`src/design/rmba_pkg.sv`:
```
package rmba_pkg;

	localparam int MAX_WIDTH_DEF    = 2048;
	localparam int MAX_HEIGHT_DEF   = 2048;
	localparam int BLK_DIM_DEF      = 16;
	localparam int REGION_COUNT_DEF = 4;
	localparam int REG_SLOTS        = 4;

	localparam int CFG_W     = 45;
	localparam int CFG_IDX_W = 3;
	localparam int DIM_W     = 12;
	localparam int PIX_W     = 11;
	localparam int LUMA_W    = 8;
	localparam int SUM_W     = 16;
	localparam int CNT_W     = 5;
	localparam int BQ_W      = 13;

	localparam logic [DIM_W-1:0] FRAME_WIDTH_RST  = 12'd1920;
	localparam logic [DIM_W-1:0] FRAME_HEIGHT_RST = 12'd1080;
	localparam logic [CFG_W-1:0] REGION_ZERO_RST  = 45'd19913481650176;
	localparam logic [CFG_W-1:0] REGION_ONE_RST   = 45'd19913481651616;
	localparam logic [CFG_W-1:0] REGION_TWO_RST   = 45'd3095061545600;
	localparam logic [CFG_W-1:0] REGION_THREE_RST = 45'd2321297264640;

	typedef enum logic [CFG_IDX_W-1:0] {
		CFG_FRAME_WIDTH  = 3'd0,
		CFG_FRAME_HEIGHT = 3'd1,
		CFG_REGION_ZERO  = 3'd2,
		CFG_REGION_ONE   = 3'd3,
		CFG_REGION_TWO   = 3'd4,
		CFG_REGION_THREE = 3'd5
	} cfg_idx_t;

	typedef struct packed {
		logic              req;
		logic              first;
		logic              masked;
		logic [CNT_W-1:0]  cw;
		logic [CNT_W-1:0]  ch;
		logic [LUMA_W-1:0] luma;
	} entry_ctl_t;

	typedef enum logic [2:0] {
		BK_IDLE,
		BK_ACC,
		BK_DLD,
		BK_DIV,
		BK_EMIT
	} bk_state_t;

endpackage

```
`src/design/rmba_front.sv`:
```
module rmba_front #(
	parameter int MAX_WIDTH    = rmba_pkg::MAX_WIDTH_DEF,
	parameter int MAX_HEIGHT   = rmba_pkg::MAX_HEIGHT_DEF,
	parameter int BLK_DIM      = rmba_pkg::BLK_DIM_DEF,
	parameter int REGION_COUNT = rmba_pkg::REGION_COUNT_DEF,
	parameter int GRID_COLS    = 128,
	parameter int CELL_W       = 14
) (
	input  logic                            clk,
	input  logic                            arst_n,
	input  logic                            in_valid,
	output logic                            in_ready,
	input  logic                            req,
	input  logic [rmba_pkg::PIX_W-1:0]      px,
	input  logic [rmba_pkg::PIX_W-1:0]      py,
	input  logic [rmba_pkg::LUMA_W-1:0]     luma,
	input  logic [rmba_pkg::DIM_W-1:0]      frame_width,
	input  logic [rmba_pkg::DIM_W-1:0]      frame_height,
	input  logic [rmba_pkg::CFG_W-1:0]      regions [rmba_pkg::REG_SLOTS],
	input  logic                            q_full,
	output logic                            q_push,
	output rmba_pkg::entry_ctl_t            q_ctl,
	output logic [CELL_W-1:0]               q_cell
);

	localparam int BQ    = rmba_pkg::BQ_W;
	localparam int NREG  = (REGION_COUNT < rmba_pkg::REG_SLOTS) ? REGION_COUNT
		: rmba_pkg::REG_SLOTS;
	localparam int RSH   = 24;
	localparam longint RECIP = ((longint'(1) << RSH) + BLK_DIM - 1) / BLK_DIM;
	localparam int PW    = BQ + RSH + 1;

	// floor(v / BLK_DIM) by reciprocal multiply, exact for 13-bit v
	function automatic logic [BQ-1:0] div_blk(input logic [BQ-1:0] v);
		logic [PW-1:0] prod;
		prod = PW'(v) * PW'(RECIP);
		return prod[RSH +: BQ];
	endfunction

	logic                        v_s1, v_s2;
	logic                        req_s1, req_s2;
	logic [rmba_pkg::PIX_W-1:0]  px_s1, py_s1, px_s2, py_s2;
	logic [rmba_pkg::LUMA_W-1:0] luma_s1, luma_s2;
	logic [BQ-1:0]               qx_s2, qy_s2;
	logic                        inside_s2;
	logic [BQ-1:0]               xs_s2 [NREG];
	logic [BQ-1:0]               xe_s2 [NREG];
	logic [BQ-1:0]               ys_s2 [NREG];
	logic [BQ-1:0]               ye_s2 [NREG];
	logic [NREG-1:0]             en_s2;

	logic [BQ-1:0] fw, fh;
	logic          adv1, adv2;

	assign fw = (BQ'(frame_width) < BQ'(MAX_WIDTH)) ? BQ'(frame_width) : BQ'(MAX_WIDTH);
	assign fh = (BQ'(frame_height) < BQ'(MAX_HEIGHT)) ? BQ'(frame_height) : BQ'(MAX_HEIGHT);

	assign adv2     = !v_s2 || (q_push) || !(req_s2 || inside_s2);
	assign adv1     = !v_s1 || adv2;
	assign in_ready = adv1;

	always_ff @(posedge clk or negedge arst_n) begin
		if (!arst_n) begin
			v_s1 <= 1'b0;
			v_s2 <= 1'b0;
		end else begin
			if (adv1) v_s1 <= in_valid;
			if (adv2) v_s2 <= v_s1;
		end
	end

	always_ff @(posedge clk) begin
		if (adv1 && in_valid) begin
			req_s1  <= req;
			px_s1   <= px;
			py_s1   <= py;
			luma_s1 <= luma;
		end
		if (adv2 && v_s1) begin
			req_s2    <= req_s1;
			px_s2     <= px_s1;
			py_s2     <= py_s1;
			luma_s2   <= luma_s1;
			qx_s2     <= div_blk(BQ'(px_s1));
			qy_s2     <= div_blk(BQ'(py_s1));
			inside_s2 <= (BQ'(px_s1) < fw) && (BQ'(py_s1) < fh);
			for (int i = 0; i < NREG; i++) begin
				xs_s2[i] <= div_blk(BQ'(regions[i][10:0]));
				ys_s2[i] <= div_blk(BQ'(regions[i][21:11]));
				xe_s2[i] <= div_blk(BQ'(regions[i][10:0]) + BQ'(regions[i][32:22])
					+ BQ'(BLK_DIM - 1));
				ye_s2[i] <= div_blk(BQ'(regions[i][21:11]) + BQ'(regions[i][43:33])
					+ BQ'(BLK_DIM - 1));
				en_s2[i] <= regions[i][44];
			end
		end
	end

	logic [BQ-1:0] bx, by, dx, dy;
	logic [25:0]   cell_full;
	logic          covered;

	always_comb begin
		bx        = BQ'(qx_s2 * BQ'(BLK_DIM));
		by        = BQ'(qy_s2 * BQ'(BLK_DIM));
		dx        = fw - bx;
		dy        = fh - by;
		cell_full = 26'(qy_s2) * 26'(GRID_COLS) + 26'(qx_s2);
		covered   = 1'b0;
		for (int i = 0; i < NREG; i++) begin
			if (en_s2[i] && qx_s2 >= xs_s2[i] && qx_s2 < xe_s2[i]
				&& qy_s2 >= ys_s2[i] && qy_s2 < ye_s2[i])
				covered = 1'b1;
		end
		q_ctl.req    = req_s2;
		q_ctl.first  = (BQ'(px_s2) == bx) && (BQ'(py_s2) == by);
		q_ctl.masked = inside_s2 && covered;
		q_ctl.cw     = (dx < BQ'(BLK_DIM)) ? dx[rmba_pkg::CNT_W-1:0]
			: rmba_pkg::CNT_W'(BLK_DIM);
		q_ctl.ch     = (dy < BQ'(BLK_DIM)) ? dy[rmba_pkg::CNT_W-1:0]
			: rmba_pkg::CNT_W'(BLK_DIM);
		q_ctl.luma   = luma_s2;
		q_cell       = cell_full[CELL_W-1:0];
		q_push       = v_s2 && (req_s2 || inside_s2) && !q_full;
	end

endmodule

```
`config.mk`:
```
export PLATFORM = sky130hd
export DESIGN_NAME = rmba_front
export DESIGN_NICKNAME = d
export VERILOG_FILES = /design/src/design/rmba_pkg.sv /design/src/design/rmba_front.sv
export SDC_FILE = /design/constraint.sdc
export NUM_CORES = 1
export LEC_CHECK = 0
export ABC_AREA = 1
export BUFFER_PORTS_ARGS = -buffer_cell sky130_fd_sc_hd__buf_2
export CAP_MARGIN = 20
export CORE_ASPECT_RATIO = 1.1
export CORE_MARGIN = 4
export CORE_UTILIZATION = 45
export CTS_BUF_LIST = sky130_fd_sc_hd__clkbuf_16
export CTS_CLUSTER_SIZE = 28
export DETAILED_ROUTE_END_ITERATION = 16
export PLACE_DENSITY_LB_ADDON = 0.2
export SLEW_MARGIN = 5
export SYNTH_ARGS = -nofsm -noshare
export SYNTH_HDL_FRONTEND = slang
export SYNTH_SLANG_ARGS = --single-unit
```
`constraint.sdc`:
```
create_clock -name clk -period 6.6 [get_ports clk]
set_input_delay 1.32 -clock clk [delete_from_list [all_inputs] [get_ports clk]]
set_output_delay 1.32 -clock clk [all_outputs]
set_load 0.01 [all_outputs]
```
==> results.toml <==
[outcome]
status = "complete, no violations"

[setup_path]
end_kind = "primary output"
reg2reg_depth = 7
timing.rr.start = "inside_s2$_DFFE_PP_"
cp_data_arrival_time_ns = 3.67
r2r_slack_ns = 4.12
startpoint_type = "input pin"
worstPathMaxFanout = 14
crit_type = "in -> out"
required_ns = 5.28
r2r_end = "ye_s2[1][0]$_DFFE_PP_"

[power_and_ir_drop]
p_switching_mw = 2.24
switching_share = 0.393
p_per_area_nw_per_um2 = 338
ir_drop_mv = 0.191
p_int_mw = 3.46
finalPower_mw = 5.70
p_leak_nw = 8.86
p_comb_frac = 0.419
p_clk_frac = 0.171
seqPwrFrac = 0.410

[clock_network]
h-tree-depth = 4
cts_resized = 0
cts_buffer_depth = 2
holdBufCountCts = 0
post_cts_buffers = 0
clk_latency_ns = 0.45
clk_pin_slew_worst_paths_ns = 0.07
cts_buffers = 17
tritoncts = "yes"
clock_sinks = 197
clock-root-buffer = "clkbuf_16"

[route]
wl_um = 31300
post_drt_wl_per_cell_um = 13.9
vias_per_cell = 4.87
first_iter_violations = 452
drtPass1Iterations = 5
ant_nets = 0
vias = 10950
drc = 0

[sta]
setup_viol_count_final = 0
maxSlewViolCount = 0
min_period_ns = 4.99
rsz0062_at_grt = "false"
fmax_mhz = 200
hold_viol = 0
setup_ws_ns = 1.61
relSlewSlack = 0.490
fin_skew_ns = 0.0143
finalSetupTns_ns = 0
worstMarginPinSlew_ns = 0.765
layout_worst_path_cycle_share = 0.757

[logic_synthesis]
syn_area_per_cell_sq_um = 9.45
syn_inst = 1534
yosysMostFrequentCell = "inv_1"
synth.area.mux_share = 0
synth-edff-count = 195
ys_top_cells_by_count = "inv_1 (325), ha_1 (290), nand2_1 (267)"
synthAdderAreaFrac = 0.253
ys_types = 36
synth_top_area_frac = 0.404
synth_compound_area_frac = 0.0766
yosysWarnings = 0
synth-xor-area-share = 0.0363
synthTopCellsByArea = "edfxtp_1 (40%), ha_1 (25%), inv_1 (8.4%)"
syn_area_sq_um = 14500
yosysSeqAreaShare = 0.408
syn-num-nets = 2065
synth_top_flop_cell = "edfxtp_1"
ys_ff_latch = 197
yosys.area.top_type = "edfxtp_1"
synth-simple-area-share = 0.134
synth_top_family_by_area = "adder cells"
async_flop_share = 0.0102

[placed_design]
gp_congestion = 0.833
post-place-ws_ns = 1.60
hpwl_um = 25200
io_buffers = 275

[die]
fp.coreArea_sq_um = 31600
dieArea_sq_um = 35100
io_pins = 276
die_y_um = 196
fp.dieW_um = 179
initial_core_util = 0.459
rows = 68

[hold_path]
min_to = "req_s2$_DFFE_PP_"
hold_path_class = "reg -> reg"
min_from = "req_s1$_DFFE_PP_"
min_delay_path_depth = 0

[global_routing]
grt_pass1_vias = 10585
grt_usage = 0.179
antenna_found_initial = 6
grt_pass1_wl_um = 50000
grt_overflow = 0
grt_start_max_net_pins = 83

[cells_and_area]
drive_gt1_frac = 0.183
syn2layout_area_growth_pct = 16.2
fin_nets = 2345
fillers = 2939

[run]
max-cap-violations = 0
[worst max path at each step]
stage	startpoint	endpoint	depth (start not counted)
floorplan	q_full	en_s2[0]$_DFFE_PP_	5
global placement	frame_height[11]	q_ctl[11]	11
detailed placement	frame_height[11]	q_ctl[11]	11
CTS	frame_height[11]	q_ctl[11]	11
global route	frame_height[11]	q_ctl[10]	11
finish	frame_height[11]	q_ctl[11]	11
[layout make-up]
cell class	instances	area, sq um	share of cell area
multi-input cells	995	7250	0.430
clock buffers	17	425	0.0253
flip-flops and latches	197	5910	0.351
repair buffers	278	1400	0.0831
clock inverters	15	109	0.00646
diodes	3	7.51	0.000446
inverters	325	1220	0.0727
well taps	420	526	0.0312
[registers in the layout, summed over array words and instances (netlist names), 4 cells and up]
signal   flops
en_s2        4
luma_s1      8
luma_s2      8
px_s1       11
px_s2       11
py_s1       11
py_s2       11
xe_s2       36
xs_s2       28
ye_s2       36
ys_s2       28
[placed cells by master, fill, tap and decap left out, types with 6 or more instances in the layout]
master and count:
inv_1 327, ha_1 290, buf_2 275, nand2_1 267
edfxtp_1 195, nor2_1 95, a21oi_1 90, xor2_1 54
nand3_1 36, nand4_1 26, o21ai_0 21, clkbuf_16 17
a211oi_1 15, o21ai_1 15, o21ai_2 10, a21oi_2 9
nor3_1 9, and2_4 6, xnor2_1 6
[cell families after synthesis]
group | Yosys count
buffers and inverters | 342
xor gates and xnor gates | 60
AOI/OAI and AO/OA | 186
and+or+nand+nor | 457
DFF | 197
adders and majority gates | 292
[worst max-delay path: stages]
cell and delay (ns):
buf_2 0.11, inv_1 0.35, nand2_1 0.16, ha_1 0.22, inv_1 0.08, fa_1 0.41
nor4_1 0.31, nor4b_2 0.27, nand4_2 0.19, nor2_1 0.12, buf_2 0.14
[per-stage QoR]
step / hold WS, ns / util / instance area (sq um) / cells
global route: 0.430 / 0.533 / 16800 / 2249
finish: 0.418 / 0.534 / 16800 / 2250
CTS: 0.419 / 0.533 / 16800 / 2247
detailed placement: 0.405 / 0.516 / 16300 / 2215
floorplan: 0.400 / - / 14500 / 1534
global placement: 0.400 / 0.516 / 16300 / 2215
[power groups by stage]
stage / combinational (mW) / sequential [mW] / clock (mW)
floorplan: 1.80 / 2.33 / 0
global route: 2.82 / 2.40 / 1.06
global placement: 2.33 / 2.36 / 0
finish: 2.39 / 2.34 / 0.973
detailed placement: 2.42 / 2.38 / 0
CTS: 2.44 / 2.35 / 0.996
[metal layers]
layer,vias to the layer above,wire length (um),global-route usage
met3,31,1790,0.0374
met4,6,410,0.0429
met5,-,34,0
li1,5697,-,-
met2,232,14400,0.297
met1,4984,14600,0.239
Power figures use the tool's default switching activity.
