## config.mk

```make
export PLATFORM = sky130hd
export DESIGN_NAME = rmba_fifo
export DESIGN_NICKNAME = d
export VERILOG_FILES = /design/src/design/rmba_fifo.sv
export SDC_FILE = /design/constraint.sdc
export NUM_CORES = 1
export LEC_CHECK = 0
export BUFFER_PORTS_ARGS = -buffer_cell sky130_fd_sc_hd__buf_2
export CAP_MARGIN = 15
export CORE_MARGIN = 5
export CORE_UTILIZATION = 35
export CTS_BUF_LIST = sky130_fd_sc_hd__clkbuf_8
export DETAILED_ROUTE_END_ITERATION = 16
export PLACE_DENSITY = 0.64
export SLEW_MARGIN = 20
export SYNTH_ARGS = -nofsm -noshare
export SYNTH_HDL_FRONTEND = slang
export SYNTH_SLANG_ARGS = --single-unit
```

## constraint.sdc

```tcl
create_clock -name clk -period 1.75 [get_ports clk]
set_clock_uncertainty 0.1 [all_clocks]
set_input_delay 0.2625 -clock clk [delete_from_list [all_inputs] [get_ports clk]]
set_output_delay 0.2625 -clock clk [all_outputs]
set_load 0.01 [all_outputs]
```

## src/design/rmba_fifo.sv

```systemverilog
module rmba_fifo #(
	parameter int W     = 8,
	parameter int DEPTH = 4
) (
	input  logic         clk,
	input  logic         arst_n,
	input  logic         push,
	input  logic [W-1:0] din,
	input  logic         pop,
	output logic [W-1:0] dout,
	output logic         full,
	output logic         empty
);

	localparam int PTR_W = (DEPTH > 1) ? $clog2(DEPTH) : 1;

	logic [W-1:0]     mem_q [DEPTH];
	logic [PTR_W-1:0] wp_q, rp_q;
	logic [PTR_W:0]   cnt_q;

	assign full  = (cnt_q == (PTR_W+1)'(DEPTH));
	assign empty = (cnt_q == '0);
	assign dout  = mem_q[rp_q];

	always_ff @(posedge clk or negedge arst_n) begin
		if (!arst_n) begin
			wp_q  <= '0;
			rp_q  <= '0;
			cnt_q <= '0;
		end else begin
			if (push) wp_q <= (wp_q == PTR_W'(DEPTH - 1)) ? '0 : wp_q + 1'b1;
			if (pop)  rp_q <= (rp_q == PTR_W'(DEPTH - 1)) ? '0 : rp_q + 1'b1;
			if (push && !pop)      cnt_q <= cnt_q + 1'b1;
			else if (pop && !push) cnt_q <= cnt_q - 1'b1;
		end
	end

	always_ff @(posedge clk) begin
		if (push) mem_q[wp_q] <= din;
	end

endmodule

```

==> out/metrics.csv, run 1 <==
stage;metric;value;unit
yosys;share of synthesized cell area in and, or, nand and nor gates;3.671;%
setup_path;Max FO, Critical Path;8;
detailed_routing;Routed WL per cell;15.63;um
yosys;Synth Warn #;0;
yosys;post-synthesis instance total;79;
detailed_routing;Post-DRT Antenna Nets;0;
clocking;TritonCTS buffer count;5;
floorplan;initial standard-cell utilization of the core;36.01;%
cells_and_area;diode count;0;
floorplan;core area;0.004354;mm2
clocking;CTS H-tree lvls;2;
cells_and_area;number of filler cells placed in the layout;382;
clocking;TritonCTS clock tree;built;
setup_path;delay contributed by the slowest stage of the critical path;0.51;ns
floorplan;Die X-Extent;76.93;um
floorplan;number of top-level pins;22;
sta;worst hold-check slack;0.08973;ns
global_route;global-route usage over all layers;9.550;%
placed_design;count of buffers inserted at the top-level ports;21;
worst_hold_path;number of cells on the worst hold path;1;
power;proportion of total power due to net switching;28.63;%
yosys;xor/xnor cell area share of the yosys netlist;1.676;%
power;proportion of power drawn by the clock network;20.6;%
clocking;Clk Latency, worst-skew pair;0.28;ns
power;maximum VDD drop;716.3;uV
placed_design;pre-CTS setup slack;0.06908;ns
floorplan;DIE HEIGHT;76.93;um
worst_hold_path;classification of the worst-slack hold path;input port to flop;
run_status;failing checks;setup timing;
floorplan;area of the die;0.005917;mm2
yosys;main combinational cell family by area after synthesis;multiplexers;
placed_design;GP Congestion;0.7686;
yosys;Seq/Total Area, Yosys;72.47;%
run;max-capacitance violation count;0;
setup_path;required time of the worst setup path;1.39;ns
placed_design;HPWL after detailed placement;1803;um
cells_and_area;fin nets;127;
power;Gate power share;32.4;%
setup_path;Critical Path End Type;output pin;
placed_design;Post-DP Area;0.001742;mm2
sta;min cycle time layout;1.839;ns
floorplan;std cell rows;24;
sta;remaining max-slew budget at the tightest pin;68.96;%
setup_path;critical path arrival;1.48;ns
yosys;post-synthesis area per instance;19.84;um2
yosys;area share of the largest cell type after synthesis;61.29;%
global_route;global-route wire length before repair;4195;um
yosys;flip-flop and latch count after synthesis;39;
sta;count of final hold-check violations;0;
power;proportion of power drawn by flip-flops and latches;47.0;%
global_route;pin count of the biggest net entering global routing;13;
cells_and_area;layout cells sized above 1;37.61;%
sta;setup violation total in the final timing report;8;
detailed_routing;detailed-route wire length;2517;um
sta;Fin Setup TNS;-0.6353;ns
clocking;clock transition at the register clock pins on the worst setup and hold paths after CTS;0.07;ns
setup_path;crit path cell chain;buf_12 > mux4_2 > buf_6;
sta;Worst Max-Slew Pin Slew;0.4657;ns
cells_and_area;Post-Layout Inst Area;0.001888;mm2
clocking;buffer cell driving the clock tree root;clkbuf_8;
yosys;post-synthesis mux area share;12.93;%
yosys;Synth Cell Area;0.001568;mm2
detailed_routing;initial DRC count;15;
run_status;result of the run;finished with violations;
sta;achievable frequency;0.5437;GHz
setup_path;slowest stage cell, crit path;mux4_2;
detailed_routing;drt via density;4.857;
yosys;adder-cell area share of the yosys netlist;6.065;%
global_route;number of global-route vias before repair;878;
setup_path;Worst R2R Path Depth;3;
detailed_routing;number of detailed-routing iterations run before antenna repair;4;
cells_and_area;layout-stage area growth over the synthesis result;20.43;%
global_route;total gr overflow;0;
global_route;antenna violations before repair;0;
yosys;biggest area contributors in the synthesized netlist;edfxtp_1 (61%), mux4_2 (11%), dfrtp_1 (11%);
yosys;Net Count, Synth;98;
clocking;clock sink count;39;
yosys;library cell with the largest summed area after synthesis;edfxtp_1;
yosys;compound-gate portion of the synthesized area;1.197;%
clocking;Max clock buf depth;2;
detailed_routing;post-route DRC violation count;0;
yosys;number of distinct library cell variants in the gate-level netlist after synthesis;18;
sta;final worst setup slack;-0.08916;ns
sta;Slew Viols, Final;0;
power;total power;2.903;mW
power;internal power consumption;2.072;mW
detailed_routing;Vias;782;
setup_path;kind of launch point of the worst setup path;flop;
sta;setup repair after global routing missed its margin;true;
power;power density over the cells;1538;mW/mm2
sta;final cycle utilization of the critical path;105.1;%
power;leakage dissipation;0.7174;nW
power;switching power;0.8311;mW
setup_path;Setup CP Type;flop to output pin;
synthesized netlist by cell type (all sizes together):
| cell type | instances |
|---|---|
| edfxtp | 32 |
| mux4 | 8 |
| dfrtp | 7 |
| ha | 6 |
| and2 | 4 |
| inv | 4 |
| buf | 2 |
| mux2 | 2 |
| nand2 | 2 |
| nor2 | 2 |
| nor3 | 2 |
| o21ai | 2 |
| xor2 | 2 |
| a21o | 1 |
| fa | 1 |
| nor3b | 1 |
| xnor2 | 1 |
flip-flops by register name, indices dropped and copies added, names as in the netlist:
signal  flops
cnt_q       3
mem_q      32
rp_q        2
wp_q        2
worst paths after layout:
path / start / endpoint / slack (ns)
worst max-delay path: rp_q[0]$_DFFE_PN0P_ / dout[0] / -0.09
worst min-delay path: din[0] / mem_q[1][0]$_DFFE_PP_ / 0.09
worst max register to register: wp_q[0]$_DFFE_PN0P_ / mem_q[0][5]$_DFFE_PP_ / 0.21
worst min register to register: cnt_q[2]$_DFFE_PN0P_ / cnt_q[2]$_DFFE_PN0P_ / 0.40
max in group asynchronous: arst_n / rp_q[1]$_DFFE_PN0P_ / 1.16
min in group asynchronous: arst_n / cnt_q[1]$_DFFE_PN0P_ / 0.24
layout make-up:
cell class / count / area, um2 / area share [%]
Sequential cell: 39 / 1136 / 60.17
Multi-Input combinational cell: 34 / 400.4 / 21.21
Timing Repair Buffer: 24 / 180.2 / 9.543
Clock buffer: 6 / 82.58 / 4.374
Tap cell: 52 / 65.06 / 3.446
Inverter: 4 / 15.01 / 0.7952
Clock inverter: 2 / 8.758 / 0.4639
metal layers:
layer	share of wire, %	GRT usage (%)	routed length [um]	vias to the layer above
met3	6.6	4.918	165	5
met4	1.9	4.196	48	0
met1	39	9.640	971	399
li1	-	-	-	359
met5	0	0	0	-
met2	53	16.30	1331	19
worst max-delay path: cells and delay by family, from the launching register on:
kind | cells | cell delay [ns]
DFF | 1 | 0.39
buffers and inverters | 2 | 0.29
muxes | 1 | 0.51
power by group through the flow:
| stage | Sequential, mW | Combinational, mW | Clock (mW) |
|---|---|---|---|
| floorplan | 1.31 | 0.603 | 0 |
| global placement | 1.38 | 0.804 | 0 |
| global route | 1.40 | 1.03 | 0.659 |
| finish | 1.36 | 0.940 | 0.598 |
| CTS | 1.37 | 0.914 | 0.624 |
| detailed placement | 1.40 | 0.832 | 0 |
through the flow:
stage	util, %	cells
6_report	43.36	161
5_1_grt	43.36	161
4_1_cts	42.93	161
3_5_place_dp	40.00	151
3_3_place_gp	40.00	151
2_1_floorplan	-	79
layout by cell type, fill, tap and decap left out:
cell type / count
buf_12: 1
xor2_1: 2
nand2_1: 2
edfxtp_1: 32
buf_4: 1
dlygate4sd3_1: 1
inv_1: 5
nor3b_1: 1
a21o_2: 1
buf_2: 15
buf_6: 6
clkinv_2: 1
xnor2_1: 1
fa_1: 1
dfrtp_1: 7
ha_1: 6
nor2_1: 2
o21ai_0: 2
and2_1: 4
clkbuf_8: 6
mux2_2: 2
mux4_2: 8
nor3_1: 2
logic make-up (layout without fill, tap and decap cells):
logic type	after synthesis	after routing
flops	39	39
simple gates	11	11
mux	10	10
fa+ha+maj	7	7
buf+inv	6	36
compound gates	3	3
xor+xnor	3	3
what timing repair did:
item                       in CTS  in global routing
setup buffers                   1                  0
hold endpoints to repair        7                  0
setup endpoints to repair       8                  8
pin swaps                       0                  0
gates resized for setup         3                  3
hold buffers                    1                  0
Power figures use the tool's default switching activity.
==> run 2, diff against run 1 <==
--- a/config.mk
+++ b/config.mk
@@ -7,11 +7,13 @@
 export LEC_CHECK = 0
 export BUFFER_PORTS_ARGS = -buffer_cell sky130_fd_sc_hd__buf_2
 export CAP_MARGIN = 15
+export CELL_PAD_IN_SITES_DETAIL_PLACEMENT = 1
+export CELL_PAD_IN_SITES_GLOBAL_PLACEMENT = 2
 export CORE_MARGIN = 5
 export CORE_UTILIZATION = 35
 export CTS_BUF_LIST = sky130_fd_sc_hd__clkbuf_8
 export DETAILED_ROUTE_END_ITERATION = 16
-export PLACE_DENSITY = 0.64
+export PLACE_DENSITY = 0.78
 export SLEW_MARGIN = 20
 export SYNTH_ARGS = -nofsm -noshare
 export SYNTH_HDL_FRONTEND = slang
==> out/metrics.csv, run 2 (synthesized netlist as in run 1, its figures left out) <==
stage;metric;value;unit;change
run_status;result of the run;finished with violations;;unchanged
run_status;failing checks;setup timing;;unchanged
cells_and_area;layout-stage area growth over the synthesis result;20.51;%;was 20.43%
power;switching power;0.8328;mW;was 0.8311 mW
global_route;total gr overflow;0;;unchanged
global_route;global-route usage over all layers;10.51;%;was 9.550%
power;proportion of power drawn by flip-flops and latches;47.3;%;was 47.0%
setup_path;critical path arrival;1.47;ns;was 1.48 ns
sta;setup repair after global routing missed its margin;true;;unchanged
sta;remaining max-slew budget at the tightest pin;69.99;%;was 68.96%
placed_design;Post-DP Area;0.001749;mm2;was 0.001742 mm2
run;max-capacitance violation count;0;;unchanged
global_route;pin count of the biggest net entering global routing;12;;was 13
clocking;CTS H-tree lvls;2;;unchanged
cells_and_area;Biggest register;mem_q;;unchanged
floorplan;Die X-Extent;76.93;um;unchanged
placed_design;pre-CTS setup slack;0.03963;ns;was 0.06908 ns
placed_design;GP Congestion;0.6844;;was 0.7686
placed_design;HPWL after detailed placement;2006;um;was 1803 um
power;power density over the cells;1533;mW/mm2;was 1538 mW/mm2
sta;final worst setup slack;-0.08309;ns;was -0.08916 ns
global_route;fraction of met1 tracks used by global routing;11.22;%;was 9.640%
cells_and_area;most common cell after layout, fill and taps aside;edfxtp_1;;unchanged
sta;min cycle time layout;1.833;ns;was 1.839 ns
sta;worst hold-check slack;0.09647;ns;was 0.08973 ns
global_route;antenna violations before repair;0;;unchanged
worst_hold_path;classification of the worst-slack hold path;input port to flop;;unchanged
global_route;busiest layer in global routing;met2;;unchanged
detailed_routing;post-route DRC violation count;0;;unchanged
cells_and_area;most frequent cells in the layout;edfxtp_1 (32), buf_2 (16), mux4_2 (8);;was edfxtp_1 (32), buf_2 (15), mux4_2 (8)
setup_path;Worst R2R Path Depth;4;;was 3
detailed_routing;Vias;780;;was 782
cells_and_area;flip-flop count of the largest register, all copies and words added;32;;unchanged
placed_design;count of buffers inserted at the top-level ports;21;;unchanged
clocking;Clk Latency, worst-skew pair;0.28;ns;about the same
clocking;clock sink count;39;;unchanged
setup_path;required time of the worst setup path;1.39;ns;about the same
setup_path;kind of launch point of the worst setup path;flop;;unchanged
power;maximum VDD drop;571.7;uV;was 716.3 uV
setup_path;launching instance or port of the critical path;rp_q[0]$_DFFE_PN0P_;;unchanged
floorplan;number of top-level pins;22;;unchanged
floorplan;initial standard-cell utilization of the core;36.01;%;unchanged
setup_path;reg-to-reg critical path startpoint;cnt_q[0]$_DFFE_PN0P_;;was wp_q[0]$_DFFE_PN0P_
power;proportion of power drawn by the clock network;20.3;%;was 20.6%
global_route;met2 Usage GRT;18.17;%;was 16.30%
sta;final cycle utilization of the critical path;104.7;%;was 105.1%
sta;Worst Max-Slew Pin Slew;0.4501;ns;was 0.4657 ns
floorplan;std cell rows;24;;unchanged
clocking;TritonCTS buffer count;5;;unchanged
setup_path;Critical Path End Type;output pin;;unchanged
cells_and_area;fin nets;128;;was 127
detailed_routing;number of detailed-routing iterations run before antenna repair;4;;unchanged
clocking;TritonCTS clock tree;built;;unchanged
power;total power;2.896;mW;was 2.903 mW
cells_and_area;Post-Layout Inst Area;0.001889;mm2;was 0.001888 mm2
cells_and_area;registers with the highest flip-flop counts;mem_q (32), cnt_q (3);;unchanged
sta;Slew Viols, Final;0;;unchanged
sta;count of final hold-check violations;0;;unchanged
global_route;global-route wire length before repair;4692;um;was 4195 um
setup_path;Setup CP Type;flop to output pin;;unchanged
cells_and_area;final instance count without filler cells;162;;was 161
detailed_routing;drt via density;4.815;;was 4.857
sta;achievable frequency;0.5455;GHz;was 0.5437 GHz
global_route;met3 track utilization from global routing;4.098;%;was 4.918%
power;Gate power share;32.4;%;about the same
sta;setup violation total in the final timing report;8;;unchanged
worst_hold_path;hold_sp;din[5];;was din[0]
clocking;buffer cell driving the clock tree root;clkbuf_8;;unchanged
global_route;number of global-route vias before repair;935;;was 878
cells_and_area;diode count;0;;unchanged
cells_and_area;layout cells sized above 1;38.18;%;was 37.61%
floorplan;area of the die;0.005917;mm2;unchanged
clocking;clock transition at the register clock pins on the worst setup and hold paths after CTS;0.07;ns;about the same
clocking;Max clock buf depth;2;;unchanged
detailed_routing;detailed-route wire length;2744;um;was 2517 um
worst_hold_path;number of cells on the worst hold path;1;;unchanged
detailed_routing;initial DRC count;17;;was 15
floorplan;core area;0.004354;mm2;unchanged
power;leakage dissipation;0.7170;nW;was 0.7174 nW
detailed_routing;Post-DRT Antenna Nets;0;;unchanged
floorplan;DIE HEIGHT;76.93;um;unchanged
placed_design;placed cells;152;;was 151
power;internal power consumption;2.063;mW;was 2.072 mW
detailed_routing;Routed WL per cell;16.94;um;was 15.63 um
setup_path;Max FO, Critical Path;8;;unchanged
power;proportion of total power due to net switching;28.76;%;was 28.63%
run 2: cell type report:
type | instances | area, um2
fill | 428 | 2465
sequential | 39 | 1137
multi-input combinational | 34 | 400.4
timing repair buffer | 25 | 181.4
clock buffer | 6 | 82.58
tap | 52 | 65.06
inverter | 4 | 15.01
clock inverter | 2 | 7.507
run 2: critical path: stages, from the launching register on:
cell,delay [ns]
dfrtp_2,0.39
buf_12,0.14
mux4_2,0.52
buf_6,0.14
run 2: path summary, 6_finish.rpt:
path / end / slack [ns]
setup / recovery: dout[6] / -0.08
setup reg to reg: cnt_q[2]$_DFFE_PN0P_ / 0.21
max in group asynchronous: rp_q[0]$_DFFE_PN0P_ / 1.13
hold reg to reg: cnt_q[2]$_DFFE_PN0P_ / 0.42
min in group asynchronous: cnt_q[0]$_DFFE_PN0P_ / 0.24
hold / removal: mem_q[1][5]$_DFFE_PP_ / 0.1
run 2: per-layer routing:
layer	wire (um)	vias up	part of all wire, %
li1	-	360	-
met1	1087	399	40
met2	1492	19	54
met3	160	2	5.8
met4	4	0	0.15
met5	0	-	0
run 2: power groups by stage:
stage / Combinational [mW] / Clock [mW] / Sequential [mW]
after global placement: 0.816 / 0 / 1.38
after floorplan: 0.603 / 0 / 1.31
after global routing: 1.04 / 0.658 / 1.40
after detailed placement: 0.847 / 0 / 1.40
after CTS: 0.916 / 0.617 / 1.38
final: 0.938 / 0.587 / 1.37
run 2: what timing repair did:
| item | in CTS | in global routing |
|---|---|---|
| setup endpoints to repair | 8 | 8 |
| endpoints found under the hold margin | 7 | 0 |
| pin swaps | 0 | 0 |
| hold buffers | 1 | 0 |
| buffers inserted | 1 | 0 |
| gates resized for setup | 3 | 3 |
run 2: through the flow:
| step | utilization, % | setup TNS [ns] |
|---|---|---|
| after CTS | 42.96 | -0.7099 |
| final | 43.39 | -0.5294 |
| after floorplan | - | 0 |
| after detailed placement | 40.17 | 0 |
| after global routing | 43.39 | -1.014 |
| after global placement | 40.17 | 0 |
